--- config.mk ---
export PLATFORM = sky130hd
export DESIGN_NAME = dht_hash
export DESIGN_NICKNAME = d
export VERILOG_FILES = /design/src/rtl/double_hash_table_defines.svh /design/src/rtl/dht_hash.sv
export SDC_FILE = /design/constraint.sdc
export NUM_CORES = 1
export LEC_CHECK = 0
export BUFFER_PORTS_ARGS = -buffer_cell sky130_fd_sc_hd__buf_2
export CORE_MARGIN = 2
export CORE_UTILIZATION = 50
export CTS_BUF_LIST = sky130_fd_sc_hd__clkbuf_16
export DETAILED_ROUTE_END_ITERATION = 8
export PLACE_DENSITY = 0.73
export SLEW_MARGIN = 30
export SYNTH_ARGS = -nofsm -noshare
export SYNTH_HDL_FRONTEND = slang
export SYNTH_SLANG_ARGS = --single-unit
--- constraint.sdc ---
create_clock -name clk_i -period 5.3 [get_ports clk_i]
set_input_delay 0.795 -clock clk_i [delete_from_list [all_inputs] [get_ports clk_i]]
set_output_delay 0.795 -clock clk_i [all_outputs]
set_load 0.01 [all_outputs]
--- src/rtl/double_hash_table_defines.svh ---
// Assertion macros for the hash table RTL.
// DHT_ASSERT is masked while reset is low; DHT_ASSERT_ALWAYS is checked on every edge.
`ifndef DOUBLE_HASH_TABLE_DEFINES_SVH
`define DOUBLE_HASH_TABLE_DEFINES_SVH

`ifndef SYNTHESIS
`define DHT_ASSERT(lbl, clk, rst_n, prop) \
  lbl: assert property (@(posedge clk) disable iff (!rst_n) (prop)) \
    else $error("hash table assertion failed");
`define DHT_ASSERT_ALWAYS(lbl, clk, prop) \
  lbl: assert property (@(posedge clk) (prop)) \
    else $error("hash table assertion failed");
`else
`define DHT_ASSERT(lbl, clk, rst_n, prop)
`define DHT_ASSERT_ALWAYS(lbl, clk, prop)
`endif

`endif

--- src/rtl/dht_hash.sv ---
// Residue unit: key mod TABLE_DEPTH and probe step, one key at a time.
// Each cycle folds the bits above the modulus width back in with weight
// 2^W mod M, shrinking the value until it fits in W bits; one conditional
// subtract then gives the residue.
module dht_hash #(
  parameter int TABLE_DEPTH = 1021,
  parameter int STEP_PRIME  = 1019,
  parameter int KEY_BITS    = 31
) (
  input  logic                           clk_i,
  input  logic                           rst_ni,
  input  logic                           start_i,
  input  logic [KEY_BITS-1:0]            key_i,
  output logic                           done_o,
  output logic [$clog2(TABLE_DEPTH)-1:0] home_o,
  output logic [$clog2(TABLE_DEPTH)-1:0] step_o
);

  localparam int SW   = $clog2(TABLE_DEPTH);
  localparam int PW   = $clog2(STEP_PRIME);
  localparam int MAXW = (KEY_BITS > SW) ? KEY_BITS : SW;
  localparam int VW   = ((MAXW > PW) ? MAXW : PW) + 1;
  // weight of the bits above the modulus width
  localparam int CD   = (1 << SW) - TABLE_DEPTH;
  localparam int CP   = (1 << PW) - STEP_PRIME;
  // raw step can reach TABLE_DEPTH or more: needs a second pass
  localparam bit NeedRed = (STEP_PRIME >= TABLE_DEPTH);

  typedef enum logic [1:0] {H_IDLE, H_KEY, H_STEP} hstate_e;

  function automatic logic [VW-1:0] fold_d(logic [VW-1:0] v);
    logic [VW-1:0] hi;
    hi = v >> SW;
    return hi * VW'(CD) + VW'(v[SW-1:0]);
  endfunction

  function automatic logic [VW-1:0] fold_s(logic [VW-1:0] v);
    logic [VW-1:0] hi;
    hi = v >> PW;
    return hi * VW'(CP) + VW'(v[PW-1:0]);
  endfunction

  // value already below 2^SW, so one subtract is enough
  function automatic logic [SW-1:0] red_d(logic [VW-1:0] v);
    return (v[SW:0] >= (SW+1)'(TABLE_DEPTH)) ? SW'(v[SW:0] - (SW+1)'(TABLE_DEPTH))
                                             : v[SW-1:0];
  endfunction

  function automatic logic [PW-1:0] red_s(logic [VW-1:0] v);
    return (v[PW:0] >= (PW+1)'(STEP_PRIME)) ? PW'(v[PW:0] - (PW+1)'(STEP_PRIME))
                                            : v[PW-1:0];
  endfunction

  hstate_e         hst_q;
  logic [VW-1:0]   vd_q, vs_q;
  logic [SW-1:0]   home_q, step_q;
  logic            done_q;

  logic            fits_home, fits_step, finish;
  logic [SW-1:0]   home_n;
  logic [PW-1:0]   rs_n;
  logic [PW:0]     step_raw;

  assign fits_home = (vd_q[VW-1:SW] == '0);
  assign fits_step = (vs_q[VW-1:PW] == '0);
  assign home_n    = red_d(vd_q);
  assign rs_n      = red_s(vs_q);
  assign step_raw  = (PW+1)'(STEP_PRIME) - {1'b0, rs_n};
  assign finish    = ((hst_q == H_KEY) && fits_home && fits_step && !NeedRed) ||
                     ((hst_q == H_STEP) && fits_home);

  always_ff @(posedge clk_i or negedge rst_ni) begin
    if (!rst_ni) begin
      hst_q  <= H_IDLE;
      vd_q   <= '0;
      vs_q   <= '0;
      home_q <= '0;
      step_q <= '0;
      done_q <= 1'b0;
    end else begin
      done_q <= finish;
      unique case (hst_q)
        H_IDLE: begin
          if (start_i) begin
            vd_q  <= VW'(key_i);
            vs_q  <= VW'(key_i);
            hst_q <= H_KEY;
          end
        end
        H_KEY: begin
          if (fits_home && fits_step) begin
            home_q <= home_n;
            if (NeedRed) begin
              vd_q  <= VW'(step_raw);
              hst_q <= H_STEP;
            end else begin
              step_q <= SW'(step_raw);
              hst_q  <= H_IDLE;
            end
          end else begin
            vd_q <= fold_d(vd_q);
            vs_q <= fold_s(vs_q);
          end
        end
        H_STEP: begin
          if (fits_home) begin
            step_q <= home_n;
            hst_q  <= H_IDLE;
          end else begin
            vd_q <= fold_d(vd_q);
          end
        end
        default: hst_q <= H_IDLE;
      endcase
    end
  end

  assign done_o = done_q;
  assign home_o = home_q;
  assign step_o = step_q;

endmodule

==> reports/metrics.csv, run 1 <==
metric;value;unit
tightestPinTransition;830;ps
rows;43;
power;4.49;mW
leakage;3.98;nW
post_cts_resized;0;
postRouteAntennaNets;0;
ys.warnings.count;0;
drt_iter0_markers;584;
portBuffers;54;
maxSlewViolCount;0;
synth_largest_area_cell;dfrtp_1;
synth_area;0.00720;mm²
final_layout_size_suffix_gt1_share;10.1;%
slew_headroom;44.5;%
post-route-drc-count;0;
fillers;1286;
worst_clock_skew;8.50;ps
cp_max_fo;6;
wire_per_inst;17.4;µm
netlist_instances;831;
setup_violations;0;
seqCellArea;0.00193;mm²
syn_nets;987;
hold_path.class;input pin to async pin;
cts-buffers-inserted;9;
multiInputGateArea;0.00490;mm²
grt-ovfl-total;0;
drtPass1Iterations;7;
insertedDiodeCount;0;
startpoint_type;register;
ys_top_cells_by_area;dfrtp_1 27%, ha_1 18%, fa_1 5.0%, o21ai_0 4.9%, nand2_1 4.9%;
synth-async-reset-ratio;100;%
start_util;51.5;%
coreArea;0.0140;mm²
grt_max_degree;76;
routed_wl;18400;µm
area_delta_synth_final;9.59;%
place_congestion;0.916;
fmax;0.281;GHz
grt_usage;25.0;%
ios;55;
syn_avg_cell_area;8.67;µm²
yosysSeqAreaShare;26.8;%
fin_cells;1057;
power_density;569;mW/mm²
via_per_inst;5.87;
layout_min_cycle_time;3560;ps
ctsHtreeMaxLevel;3;
fin_tns_setup;0;ps
dp.final_hpwl;13900;µm
ir_drop;247;µV
die-area;0.0154;mm²
synth_commonest_cells;104 x ha_1, 94 x nand2_1, 77 x dfrtp_1;
synth.most_common_cell;ha_1;
cap_viol_max_count;0;
place_inst;1041;
cts_tree;done;
yosys.cell_types.count;61;
synth_seq_cells;77;
cts_sinks;77;
cp-end-kind;register;
postCtsHoldBufs;0;
die_w;124;µm
vias;6209;
nNetsFinal;1028;
hold_viol_final;0;
crit_arrival;3810;ps
dieHeight;124;µm
antenna_found_initial;0;
synth_edf_count;0;
synth_top_area_share;26.8;%
clockBufferDepth;2;
insertion_delay;350;ps
reg2reg_slack;1740;ps
grt_pass1_vias;5772;
min_period_over_period;67.2;%
cts_setup_buffers;0;
outcome;completed;
path_clk_slew;70;ps
cts-root-buf;clkbuf_16;
rsz0062_at_grt;false;
crit_type;register to register;
ys.flop_type;dfrtp_1;
grt_pass1_wl;29700;µm
critPathRequiredTime;5550;ps
cells by family (layout without fill, tap and decap cells):
kind of cell,after synthesis,count (layout),share of synthesized area (%)
and+or+nand+nor,223,223,14.3
DFF,77,77,26.8
muxes,33,33,4.69
xor gates and xnor gates,52,52,6.32
adders and majority gates,122,122,23.1
buffers and inverters,96,142,5.26
AOI/OAI and AO/OA,228,228,19.6
final cells by class:
cell class / count / area share (%)
multi-input cells: 658 / 62.0
flip-flops and latches: 77 / 24.4
repair buffers: 59 / 3.93
inverters: 67 / 3.19
clock buffers: 9 / 2.85
well taps: 180 / 2.85
clock inverters: 7 / 0.713
final timing paths:
check | from | to | cells past startpoint
setup reg to reg | vd_q[1] | vd_q[21] | 11
hold reg to reg | step_o[4] | step_o[4] | 2
min in group clk_i | step_o[4] | step_o[4] | 2
hold / removal | rst_ni | home_o[7] | 1
setup / recovery | vd_q[1] | vd_q[21] | 11
max in group asynchronous | rst_ni | hst_q[0] | 2
registers in the layout, indices dropped and copies added, names as in the netlist:
signal / count
hst_q: 1
vs_q: 24
vd_q: 31
done_o: 1
step_o: 10
home_o: 10
per-layer routing:
layer	GRT usage (%)	up-vias	share of wire (%)
li1	-	3046	-
met1	34.4	2934	46
met2	41.3	201	47
met3	3.94	28	5.0
met4	6.11	0	1.7
met5	0	-	0
cell usage in the layout, fill, tap and decap left out, types with 11 or more instances in the layout:
cell type  synthesis  final
buf_2              3     53
a211oi_1          14     14
o21ai_0           71     71
xor2_1            27     27
dfrtp_1           77     76
inv_1             66     66
mux2i_1           27     27
nor3_1            11     11
nand2_1           94     94
fa_1              18     18
a21oi_1           50     50
o22ai_1           15     15
nand3_1           23     23
ha_1             104    104
a31oi_1           18     18
a21o_1            11     11
nor2_1            50     50
xnor2_1           25     25
critical path, cell delays in order, from the launching register on:
cell	delay, ps
dfrtp_1	460
fa_1	560
ha_1	180
inv_1	60
fa_1	370
nand2b_1	190
a21oi_1	310
o211ai_1	230
a2111oi_0	540
o32ai_1	170
xor2_1	160
a221oi_1	240
metrics by stage:
step	worst slack, ps	util (%)	hold slack (ps)	instance area (µm²)
2_1_floorplan	2230	-	499	7200
3_3_place_gp	1910	54.4	456	7610
3_5_place_dp	1790	54.4	467	7610
4_1_cts	1760	56.4	343	7890
5_1_grt	1430	56.4	359	7890
6_report	1740	56.4	337	7890
power breakdown:
group	internal [mW]	switching, mW	leakage, nW	total, mW
clock network	0.324	0.275	0.137	0.599
registers	0.832	0.285	0.988	1.12
logic	1.14	1.64	2.86	2.78
total	2.30	2.20	3.98	4.49
Power figures use the tool's default switching activity.
==> inputs of run 2 (changes only) <==
ABC_AREA = 1   (was default)
PLACE_DENSITY = 0.76   (was 0.73)
clock period = 3.04 ns   (was 5.3 ns; I/O delays follow)
==> reports/metrics.csv, run 2 <==
metric;value;unit;change
critPathRequiredTime;3270;ps;-2280 ps
antenna_found_initial;0;;unchanged
synth_largest_area_cell;dfrtp_1;;
switching_share;51.2;%;+2.2 points
cts_tree;done;;
min_period_over_period;96.2;%;+29 points
dieHeight;128;µm;+3.1%
cts_sinks;77;;unchanged
largest_reg_flops;31;;unchanged
leakage;4.85;nW;+22%
start_util;50.9;%;-0.61 points
slew_headroom;41.9;%;-2.6 points
cp_max_fo;4;;-2
post-route-drc-count;0;;unchanged
layout_min_cycle_time;2930;ps;-634 ps
synth.area.mux_share;0.147;%;-4.5 points
syn_avg_cell_area;7.22;µm²;-17%
syn_nets;1220;;+24%
ys.flop_type;dfrtp_1;;
drtPass1Iterations;7;;unchanged
worst_clock_skew;9.50;ps;+0.997 ps
grt_max_degree;40;;-47%
cts-buffers-inserted;9;;unchanged
startpoint_type;register;;
cts_setup_buffers;0;;unchanged
routed_wl;21500;µm;+17%
power_density;1050;mW/mm²;+85%
ios;55;;unchanged
maxSlewViolCount;0;;unchanged
layout_commonest_cell;nand2_1;;
portBuffers;54;;unchanged
ys.warnings.count;0;;unchanged
synth.most_common_cell;nand2_1;;
insertedDiodeCount;0;;unchanged
cts-root-buf;clkbuf_16;;
die-area;0.0164;mm²;+6.4%
synth_xor_area_share;3.31;%;-3.0 points
via_per_inst;5.59;;-4.8%
tightestPinTransition;870;ps;+39.9 ps
postLayoutSetupSlackWorst;114;ps;-1630 ps
yosys.cell_types.count;42;;-31%
crit_arrival;3160;ps;-650 ps
grt_pass1_wl;34700;µm;+17%
crit_type;register to register;;
hold_viol_final;0;;unchanged
synthAdderAreaFrac;21.6;%;-1.4 points
p_switching;4.64;mW;+110%
dp.final_hpwl;17600;µm;+26%
yosysSeqAreaShare;25.1;%;-1.7 points
rsz0062_at_grt;true;;
ir_drop;416;µV;+68%
pre_cts_ws;22.0;ps;-1770 ps
place_congestion;0.974;;+6.4%
coreArea;0.0151;mm²;+7.9%
intPower;4.43;mW;+93%
insertion_delay;350;ps;about the same
grt_pass1_vias;6983;;+21%
synth-simple-area-share;29.5;%;+15 points
pwr-share-clk;12.3;%;-1.0 points
area_delta_synth_final;12.4;%;
grt_usage;26.9;%;+1.9 points
regMostFlops;vd_q;;
synth_top_family_by_area;simple AND/OR/NAND/NOR gates;;
cp-end-kind;register;;
p_comb_share;67.1;%;+5.3 points
vias;7422;;+20%
reg.largest.list;vd_q x31, vs_q x24;;
synth_edf_count;0;;unchanged
synth_top_area_share;25.1;%;-1.7 points
pwr-share-seq;20.6;%;-4.3 points
synth_commonest_cells;298 x nand2_1, 141 x inv_1, 104 x ha_1;;
setup_violations;0;;unchanged
postRouteAntennaNets;0;;unchanged
final_layout_size_suffix_gt1_share;11.2;%;+1.0 points
fmax;0.342;GHz;+22%
fillers;1441;;+12%
rows;45;;+4.7%
holdWs;70.0;ps;-267 ps
final_cell_mix;296 x nand2_1, 141 x inv_1, 102 x ha_1;;
clockBufferDepth;2;;unchanged
ctsHtreeMaxLevel;3;;unchanged
ys_top_cells_by_area;dfrtp_1 25%, ha_1 17%, nand2_1 15%, inv_1 6.9%, fa_1 4.7%;;
synth-async-reset-ratio;100;%;unchanged
synth_compound_area_share;12.1;%;-7.5 points
drt_iter0_markers;656;;+12%
cap_viol_max_count;0;;unchanged
netlist_instances;1064;;+28%
grt-ovfl-total;0;;unchanged
synth_area;0.00768;mm²;+6.6%
outcome;completed;;
power;9.07;mW;+100%
path_clk_slew;70;ps;about the same
die_w;128;µm;+3.1%
synth_seq_cells;77;;unchanged
wire_per_inst;16.2;µm;-6.9%
nNetsFinal;1290;;+25%
hold_path.class;input pin to async pin;;
## run 2: changes by cell type in the layout (fill, tap and decap cells not counted), sizes merged, moves of 9 or more
cell,change
o211ai,+15
nand2,+216
xnor2,-18
buf,+15
a31oi,-15
inv,+77
nand4,+23
a211oi,-13
nand3b,+9
o22ai,-14
mux2i,-27
nand3,+47
nor2,+22
o21ai,-12
## run 2: stage by stage
stage          area, µm²  util [%]  std cells  TNS [ps]
6_report            8630      57.2       1327         0
5_1_grt             8630      57.2       1327     -13.6
4_1_cts             8570      56.8       1327         0
3_5_place_dp        8270      54.8       1311         0
3_3_place_gp        8270      54.8       1311         0
2_1_floorplan       7680         -       1064         0
## run 2: routing by layer
metal | wire (µm) | global-route usage (%) | vias up
met5 | 0 | 0 | -
met4 | 528 | 7.69 | 0
met3 | 1420 | 4.34 | 43
met2 | 9760 | 43.6 | 286
met1 | 9810 | 37.3 | 3436
li1 | - | - | 3657
## run 2: worst paths after layout
path                       slack, ps  cells past startpoint       from        end
setup / recovery                 110                     12   vs_q[17]   vs_q[14]
setup reg to reg                 110                     12   vs_q[17]   vs_q[14]
max in group asynchronous       2370                      2     rst_ni   vd_q[22]
min in group clk_i               320                      3  key_i[28]   vd_q[28]
hold / removal                    70                      1     rst_ni  step_o[7]
hold reg to reg                  460                      2  step_o[4]  step_o[4]
## run 2: timing repair
action,4_1_cts,5_1_grt
endpoints found under the setup margin,1,17
hold buffers,0,0
resized for setup,1,18
## run 2: power groups by stage
stage / registers, mW / clock network [mW] / logic [mW]
floorplan: 1.83 / 0 / 4.22
global placement: 1.86 / 0 / 5.71
detailed placement: 1.88 / 0 / 5.79
CTS: 1.86 / 1.13 / 5.84
global route: 1.93 / 1.17 / 6.83
finish: 1.87 / 1.12 / 6.08
## run 2: final cells by class
type,count,area [µm²],area share [%]
multi-input combinational,825,5170,59.9
sequential,77,1930,22.3
inverter,147,552,6.40
timing repair buffer,74,435,5.05
tap,188,235,2.73
clock buffer,9,225,2.61
clock inverter,7,81.3,0.943
## run 2: cell families after synthesis
family          after synthesis
xor+xnor                     29
fa+ha+maj                   122
compound gates              157
mux                           1
buf+inv                     162
simple gates                516
flops                        77
## run 2: critical path: stages (launching register included)
cell	delay, ps
dfrtp_1	420
ha_1	300
inv_1	70
fa_1	500
inv_1	50
ha_1	350
a21oi_2	200
nor2_1	60
nor2_1	200
o21bai_1	120
o21bai_1	200
o21ai_0	250
nand2_1	100
